**config.mk**
```make
export PLATFORM = sky130hd
export DESIGN_NAME = hid_remote_gesture_decoder
export DESIGN_NICKNAME = d
export VERILOG_FILES = /design/src/rtl/hrgd_pkg.sv /design/src/rtl/hrgd_direction.sv /design/src/rtl/hid_remote_gesture_decoder.sv
export SDC_FILE = /design/constraint.sdc
export NUM_CORES = 1
export LEC_CHECK = 0
export BUFFER_PORTS_ARGS = -buffer_cell sky130_fd_sc_hd__buf_2
export CAP_MARGIN = 20
export CORE_MARGIN = 4
export CORE_UTILIZATION = 40
export DETAILED_ROUTE_END_ITERATION = 10
export PLACE_DENSITY_LB_ADDON = 0.1
export SLEW_MARGIN = 20
export SYNTH_ARGS = -nofsm -noshare
export SYNTH_HDL_FRONTEND = slang
export SYNTH_SLANG_ARGS = --single-unit
```
**constraint.sdc**
```tcl
create_clock -name clk -period 8.9 [get_ports clk]
set_clock_uncertainty 0.2 [all_clocks]
set_input_delay 2.225 -clock clk [delete_from_list [all_inputs] [get_ports clk]]
set_output_delay 2.225 -clock clk [all_outputs]
set_load 0.01 [all_outputs]
```
**src/rtl/hrgd_pkg.sv**
```systemverilog
// Package with HID usage codes, key codes and shared types of the gesture decoder.
`timescale 1ns / 1ps

package hrgd_pkg;

  // HID usage pages
  localparam logic [15:0] PAGE_DESKTOP   = 16'h0001;
  localparam logic [15:0] PAGE_BUTTON    = 16'h0009;
  localparam logic [15:0] PAGE_CONSUMER  = 16'h000C;
  localparam logic [15:0] PAGE_DIGITIZER = 16'h000D;

  // HID usages within those pages
  localparam logic [15:0] DESK_X        = 16'h0030;
  localparam logic [15:0] DESK_Y        = 16'h0031;
  localparam logic [15:0] BTN_PRIMARY   = 16'h0001;
  localparam logic [15:0] DIG_TIP       = 16'h0042;
  localparam logic [15:0] DIG_IN_RANGE  = 16'h0032;
  localparam logic [15:0] CONS_VOL_UP   = 16'h00E9;
  localparam logic [15:0] CONS_VOL_DOWN = 16'h00EA;

  // Key codes
  localparam logic [2:0] KC_BUTTON  = 3'd0;
  localparam logic [2:0] KC_UP      = 3'd1;
  localparam logic [2:0] KC_DOWN    = 3'd2;
  localparam logic [2:0] KC_LEFT    = 3'd3;
  localparam logic [2:0] KC_RIGHT   = 3'd4;
  localparam logic [2:0] KC_UNKNOWN = 3'd5;
  localparam logic [2:0] KC_SHUTTER = 3'd6;

  localparam logic [23:0] DEBOUNCE_RESET = 24'd150000;
  localparam logic [1:0]  SEEN_MAX       = 2'd2;

  // Tracked history of one coordinate axis
  typedef struct packed {
    logic signed [31:0] previous;
    logic signed [31:0] latest;
    logic [1:0]         seen;
  } axis_t;

endpackage

```
**src/rtl/hrgd_direction.sv**
```systemverilog
// Swipe direction decision from the tracked X and Y axis history.
`timescale 1ns / 1ps

module hrgd_direction (
  input  hrgd_pkg::axis_t x_axis,
  input  hrgd_pkg::axis_t y_axis,
  output logic [2:0]      key
);

  logic signed [32:0] dx;
  logic signed [32:0] dy;
  logic [32:0]        dx_mag;
  logic [32:0]        dy_mag;
  logic               x_zero;
  logic               y_zero;

  // Exact deltas at 33 bits
  assign dx = {x_axis.latest[31], x_axis.latest} - {x_axis.previous[31], x_axis.previous};
  assign dy = {y_axis.latest[31], y_axis.latest} - {y_axis.previous[31], y_axis.previous};
  assign dx_mag = dx[32] ? 33'(-dx) : 33'(dx);
  assign dy_mag = dy[32] ? 33'(-dy) : 33'(dy);
  assign x_zero = (x_axis.latest == 32'sd0);
  assign y_zero = (y_axis.latest == 32'sd0);

  always_comb begin
    if (x_axis.seen < hrgd_pkg::SEEN_MAX && y_axis.seen < hrgd_pkg::SEEN_MAX) begin
      key = hrgd_pkg::KC_BUTTON;
    end else if (dx == 33'sd0 && dy == 33'sd0) begin
      // No motion: fall back to the sign of a lone nonzero coordinate
      if (x_zero == y_zero) begin
        key = hrgd_pkg::KC_UNKNOWN;
      end else if (!x_zero) begin
        key = x_axis.latest[31] ? hrgd_pkg::KC_RIGHT : hrgd_pkg::KC_LEFT;
      end else begin
        key = y_axis.latest[31] ? hrgd_pkg::KC_DOWN : hrgd_pkg::KC_UP;
      end
    end else if (dx_mag > dy_mag) begin
      key = dx[32] ? hrgd_pkg::KC_LEFT : hrgd_pkg::KC_RIGHT;
    end else begin
      key = dy[32] ? hrgd_pkg::KC_UP : hrgd_pkg::KC_DOWN;
    end
  end

endmodule

```
**src/rtl/hid_remote_gesture_decoder.sv**
```systemverilog
// Top level of the HID remote gesture decoder.
`timescale 1ns / 1ps

// Decodes a stream of HID usage events from a remote into key codes. Each input
// transaction carries one event (usage page, usage code, signed value and a
// 64-bit microsecond timestamp); an event produces zero or one output key.
// Volume up/down presses on the consumer page give the shutter key; a button,
// tip-switch or in-range press and release bracket a swipe whose direction is
// taken from the last two desktop X/Y reports. Keys that fall within
// debounce_window_us of the last emitted key are dropped. Throughput is one
// event per clock while the output does not stall: an event is held in the
// input register, and the debounce subtract/compare plus the direction
// decision settle combinationally before the result register. Events pass
// through the input and result registers. The user writes the debounce window
// through cfg_we/cfg_wdata only while idle; the block does not enforce this.
module hid_remote_gesture_decoder (
  input  logic         clk,
  input  logic         rst,
  input  logic         cfg_we,
  input  logic [23:0]  cfg_wdata,       // debounce_window_us
  input  logic         s_tvalid,
  output logic         s_tready,
  // page[15:0], usage_code[31:16], event_value[63:32], time_us[127:64]
  input  logic [127:0] s_tdata,
  output logic         m_tvalid,
  input  logic         m_tready,
  output logic [7:0]   m_tdata          // key_code[2:0], zero fill above
);

  // Configuration
  logic [23:0] debounce_window;

  // Input register
  logic               in_valid;
  logic [15:0]        in_page;
  logic [15:0]        in_code;
  logic signed [31:0] in_value;
  logic [63:0]        in_time;

  // Decoder state
  logic            moving;
  hrgd_pkg::axis_t x_axis;
  hrgd_pkg::axis_t y_axis;
  logic [63:0]     last_key_time;

  // Result register
  logic [2:0] key_reg;

  // Stage control and decode
  logic        advance;
  logic        is_x;
  logic        is_y;
  logic        is_shutter;
  logic        is_swipe;
  logic        swipe_start;
  logic        swipe_end;
  logic [63:0] elapsed;
  logic        window_open;
  logic        fire;
  logic [2:0]  swipe_key;
  logic        moving_next;
  hrgd_pkg::axis_t x_axis_next;
  hrgd_pkg::axis_t y_axis_next;

  // Advance the stage only when the result register can take a key
  assign advance  = in_valid && (!m_tvalid || m_tready);
  assign s_tready = !in_valid || advance;

  always_ff @(posedge clk) begin
    if (rst) begin
      debounce_window <= hrgd_pkg::DEBOUNCE_RESET;
    end else if (cfg_we) begin
      debounce_window <= cfg_wdata;
    end
  end

  always_ff @(posedge clk) begin
    if (rst) begin
      in_valid <= 1'b0;
    end else if (s_tready) begin
      in_valid <= s_tvalid;
    end
  end

  always_ff @(posedge clk) begin
    if (s_tvalid && s_tready) begin
      in_page  <= s_tdata[15:0];
      in_code  <= s_tdata[31:16];
      in_value <= $signed(s_tdata[63:32]);
      in_time  <= s_tdata[127:64];
    end
  end

  // Event classification
  assign is_x = (in_page == hrgd_pkg::PAGE_DESKTOP) && (in_code == hrgd_pkg::DESK_X);
  assign is_y = (in_page == hrgd_pkg::PAGE_DESKTOP) && (in_code == hrgd_pkg::DESK_Y);
  assign is_shutter = (in_value == 32'sd1) && (in_page == hrgd_pkg::PAGE_CONSUMER) &&
                      ((in_code == hrgd_pkg::CONS_VOL_UP) ||
                       (in_code == hrgd_pkg::CONS_VOL_DOWN));
  assign is_swipe = ((in_page == hrgd_pkg::PAGE_BUTTON) &&
                     (in_code == hrgd_pkg::BTN_PRIMARY)) ||
                    ((in_page == hrgd_pkg::PAGE_DIGITIZER) &&
                     ((in_code == hrgd_pkg::DIG_TIP) ||
                      (in_code == hrgd_pkg::DIG_IN_RANGE)));
  assign swipe_start = !is_shutter && !moving && (in_value == 32'sd1) && is_swipe;
  assign swipe_end   = !is_shutter && moving && (in_value == 32'sd0) && is_swipe;

  // Debounce: elapsed time wraps modulo 2^64
  assign elapsed     = in_time - last_key_time;
  assign window_open = (elapsed >= {40'd0, debounce_window});
  assign fire        = advance && (is_shutter || swipe_end) && window_open;

  hrgd_direction u_direction (
    .x_axis (x_axis),
    .y_axis (y_axis),
    .key    (swipe_key)
  );

  // Next state of the axis history and swipe flag
  always_comb begin
    x_axis_next = x_axis;
    y_axis_next = y_axis;
    moving_next = moving;
    if (is_x) begin
      x_axis_next.previous = x_axis.latest;
      x_axis_next.latest   = in_value;
      if (x_axis.seen < hrgd_pkg::SEEN_MAX) begin
        x_axis_next.seen = x_axis.seen + 2'd1;
      end
    end
    if (is_y) begin
      y_axis_next.previous = y_axis.latest;
      y_axis_next.latest   = in_value;
      if (y_axis.seen < hrgd_pkg::SEEN_MAX) begin
        y_axis_next.seen = y_axis.seen + 2'd1;
      end
    end
    if (swipe_start) begin
      // Clear the counts only; stored values are kept
      moving_next      = 1'b1;
      x_axis_next.seen = 2'd0;
      y_axis_next.seen = 2'd0;
    end
    if (swipe_end) begin
      moving_next = 1'b0;
    end
  end

  always_ff @(posedge clk) begin
    if (rst) begin
      moving        <= 1'b0;
      x_axis        <= '0;
      y_axis        <= '0;
      last_key_time <= 64'd0;
    end else if (advance) begin
      moving <= moving_next;
      x_axis <= x_axis_next;
      y_axis <= y_axis_next;
      if (fire) begin
        last_key_time <= in_time;
      end
    end
  end

  // Result register: load on a key, drop valid once the transaction completes
  always_ff @(posedge clk) begin
    if (rst) begin
      m_tvalid <= 1'b0;
    end else if (fire) begin
      m_tvalid <= 1'b1;
    end else if (m_tready) begin
      m_tvalid <= 1'b0;
    end
  end

  always_ff @(posedge clk) begin
    if (fire) begin
      key_reg <= is_shutter ? hrgd_pkg::KC_SHUTTER : swipe_key;
    end
  end

  assign m_tdata = {5'd0, key_reg};

  // A stalled event must stay in the input register
  a_stage_hold: assert property (@(posedge clk) disable iff (rst)
    in_valid && !advance |=> in_valid && $stable(in_time))
    else $error("input stage lost a stalled event");

  // An emitted key records its timestamp for the debounce
  a_key_time: assert property (@(posedge clk) disable iff (rst)
    fire |=> m_tvalid && last_key_time == $past(in_time))
    else $error("emitted key did not update last key time");

  // A swipe start clears both seen counts and sets the swipe flag
  a_swipe_start: assert property (@(posedge clk) disable iff (rst)
    advance && swipe_start |=> moving && x_axis.seen == 2'd0 && y_axis.seen == 2'd0)
    else $error("swipe start did not clear the axis counts");

  // Seen counts saturate
  a_seen_sat: assert property (@(posedge clk) disable iff (rst)
    x_axis.seen <= hrgd_pkg::SEEN_MAX && y_axis.seen <= hrgd_pkg::SEEN_MAX)
    else $error("axis seen count above saturation");

endmodule
```
==> results.md <==
* Routed WL at 70,800 um
* Antenna violations before repair at 6
* Post-Route Utilization at 0.454
* WP data required at 9.14 ns
* CTS Buffer Depth at 3
* Fin worst setup slack at 2.20 ns
* First-pass GRT wire length at 110,000 um
* Crit-path leading delay family: compound AO/OA/AOI/OAI gates
* Nets at 3,268
* EDFF count, synth at 131
* Largest net degree at the start of global routing at 107
* Final setup vio count at 0
* Die Ht at 251 um
* Die outline width at 251 um
* Crit path max fanout at 65
* Worst hold path class: flop to flop
* Worst path bufs/invs at 1
* TritonRoute pass-1 iters at 7
* Fmax at 149 MHz
* Most used DFF post-synth: dfxtp_1
* DP Worst Slack at 2.26 ns
* Post-CTS sizing at 0
* Hold slack at 0.253 ns
* Core area at 58,000 um2
* Slew HR at 0.220
* Hold buffer count at cts at 0
* Worst-Margin Slew at 1.15 ns
* Post-CTS setup buffer count at 0
* Final period util at 0.753
* Final hold vios at 0
* Remaining DRCs at 0
* Worst-Skew Late Latency at 0.59 ns
* Vias per Instance at 5.54
* Crit path DAT at 6.94 ns
* Worst VDD drop at 131 uV
* Synth warn at 0
* Register area share after synthesis at 0.356
* Via count at 20,610
* Avg Cell Area, Syn at 8.34 um2
* Delay of the slowest cell on the worst path at 0.70 ns
* R2r startpoint: in_time[1]$_DFFE_PP_
* Total grt overflow at 0
* Worst reg2reg path depth at 22
* Die area at 62,900 um2
* Endpoint type of the worst setup path: flop
* Post-synthesis async set-or-reset flop share at 0
* #FFs+latches synth at 354
* Worst hold start: x_axis[65]$_SDFFE_PP0P_
* Setup TNS at 0 ns
* GP Congestion at 0.911
* CP Class: flop to flop
* Max Slew Vio Count at 0
* Largest regs: x_axis x66, y_axis x66
* Total number of H-tree levels at 2
* Top cell type's share of synthesized area at 0.189
* Largest area contributor in the netlist: dfxtp_1
* Layout cells sized above 1 at 0.0975
* Worst-path clk slew at 0.06 ns
* CTS tree: built
* Wire length per cell at 19.0 um
* Ports at 167
* Run status: completed
* Leak at 10.2 nW
* Worst path cell trace: ha_1, nor2b_1, o2111ai_1, a211oi_1, a31oi_1, o21bai_1, a21oi_1, xnor2_1, ha_1, nand4_1, nor2_1, a22oi_1, o211ai_1, nor4_1, o2111ai_1, nor4bb_1, nand4_1, nor4_1, a41oi_4, buf_6, mux2i_1, nor2_1
* Max stage delay cell, worst path: a211oi_1
* Worst R2R Setup Slack at 2.20 ns
* Period minus WS final at 6.70 ns
* Hold Path Depth at 2
* Half-perimeter wire length after placement at 55,100 um
* Area growth syn-to-layout at 11.7%
* TritonCTS Buffers at 41
* Max-cap violations at 0
* R2R Path End: last_key_time[34]$_SDFFE_PP0P_
* RSZ-0062 raised after global routing: no
* Synth cell types at 98
* Pwr per Cell Area at 150 nW/um2
* GR Util All Layers at 0.217
* Synth Cell Area at 23,600 um2
* Clock sinks at 354
* Largest cells by area after synthesis: dfxtp_1, edfxtp_1, ha_1
* Synth Instances at 2,828
* Number of global-route vias before repair at 20,188
* Tot Pwr at 3.96 mW
* Iter 0 DRT Violations at 1,252
* Antenna-violating nets left at 0
* Crit path from: in_time[1]$_DFFE_PP_
* Worst Hold Path EP: x_axis[65]$_SDFFE_PP0P_
* Clk root buf: clkbuf_16
* Crit path launch type: flop
* Port Buffers at 161
* Initial Utilization at 0.406
* Row count at 88
-- placed cells by master, fill, tap and decap left out, drive strengths merged, types with 19 or more instances in the layout --
master  synthesis  final
and3           22     22
inv           196    199
and2           23     23
nand2         415    415
dfxtp         223    223
o211ai         35     35
a21oi         295    295
nand4          60     60
clkbuf        100     56
o21a           30     30
a31oi          21     21
xor2           65     65
nor4           51     51
nor2          215    215
nand3          48     48
mux2i          90     90
o31ai          23     23
buf            28    175
xnor2          89     89
nand2b         22     22
o21ai         125    125
a21o           54     54
ha            186    186
o21bai         19     19
edfxtp        131    131
nor3           41     41
-- worst reg2reg max path, cell delays in order (launching register included) --
cell	delay [ns]
edfxtp_1	0.45
ha_1	0.30
nor2b_1	0.17
o2111ai_1	0.20
a211oi_1	0.70
a31oi_1	0.36
o21bai_1	0.43
a21oi_1	0.14
xnor2_1	0.21
ha_1	0.27
nand4_1	0.08
nor2_1	0.12
a22oi_1	0.18
o211ai_1	0.11
nor4_1	0.29
o2111ai_1	0.21
nor4bb_1	0.34
nand4_1	0.14
nor4_1	0.67
a41oi_4	0.19
buf_6	0.36
mux2i_1	0.36
nor2_1	0.05
-- per-stage QoR --
step,cells,instance area [um2]
CTS,3720,26300
detailed placement,3644,25000
finish,3723,26400
floorplan,2832,23600
global route,3723,26400
global placement,3643,25000
-- layout make-up --
cell class              count  area, um2
repair buffers            175        921
well taps                 765        957
multi-input cells        2154      14000
clock buffers              56       1130
inverters                 196        736
clock inverters            20        234
flip-flops and latches    354       8400
fillers                  5803      31700
diodes                      3       7.51
-- cells by family (layout without fill, tap and decap cells) --
family,after synthesis,after routing,share of synthesized area
AOI/OAI and AO/OA,727,727,0.196
xor gates and xnor gates,154,154,0.0572
adders and majority gates,189,189,0.101
buffers and inverters,324,447,0.0539
DFF,354,354,0.356
muxes,93,93,0.0396
other,1,8,0.000159
and+or+nand+nor,986,986,0.196
-- cells in the mapped netlist (7+ instances only) --
cell	n
a211oi_1	16
a21o_1	54
a21oi_1	292
a221oi_1	7
a31oi_1	21
a41oi_1	7
and2_1	23
and3_1	22
and4_1	9
buf_1	9
buf_2	8
buf_4	10
clkbuf_1	99
dfxtp_1	223
edfxtp_1	131
ha_1	186
inv_1	196
mux2i_1	90
nand2_1	415
nand2b_1	22
nand3_1	48
nand3b_1	7
nand4_1	60
nor2_1	215
nor2b_1	14
nor3_1	41
nor4_1	50
o2111ai_1	10
o211ai_1	33
o21a_1	30
o21ai_0	122
o21bai_1	19
o31ai_1	23
or2_2	9
or3_1	14
xnor2_1	89
xor2_1	65
-- worst max-delay path by stage --
stage	end	slack, ns	cells past startpoint
floorplan	in_code[0]$_DFFE_PP_	2.81	3
global placement	last_key_time[3]$_SDFFE_PP0P_	2.11	22
detailed placement	last_key_time[18]$_SDFFE_PP0P_	2.26	22
CTS	last_key_time[34]$_SDFFE_PP0P_	2.22	22
global route	last_key_time[34]$_SDFFE_PP0P_	1.70	22
finish	last_key_time[34]$_SDFFE_PP0P_	2.20	22
-- where the power goes --
group / internal, mW / leakage (nW) / switching (mW)
clock network: 0.994 / 0.662 / 0.721
registers: 1.74 / 3.09 / 0.0424
logic: 0.172 / 6.48 / 0.286
-- layer usage --
layer	vias up	GRT usage	routed length [um]
met1	9773	0.271	30600
met5	-	0	0
met4	0	0.0826	2730
li1	10310	-	-
met2	409	0.384	34900
met3	118	0.0252	2560
Power figures use the tool's default switching activity.
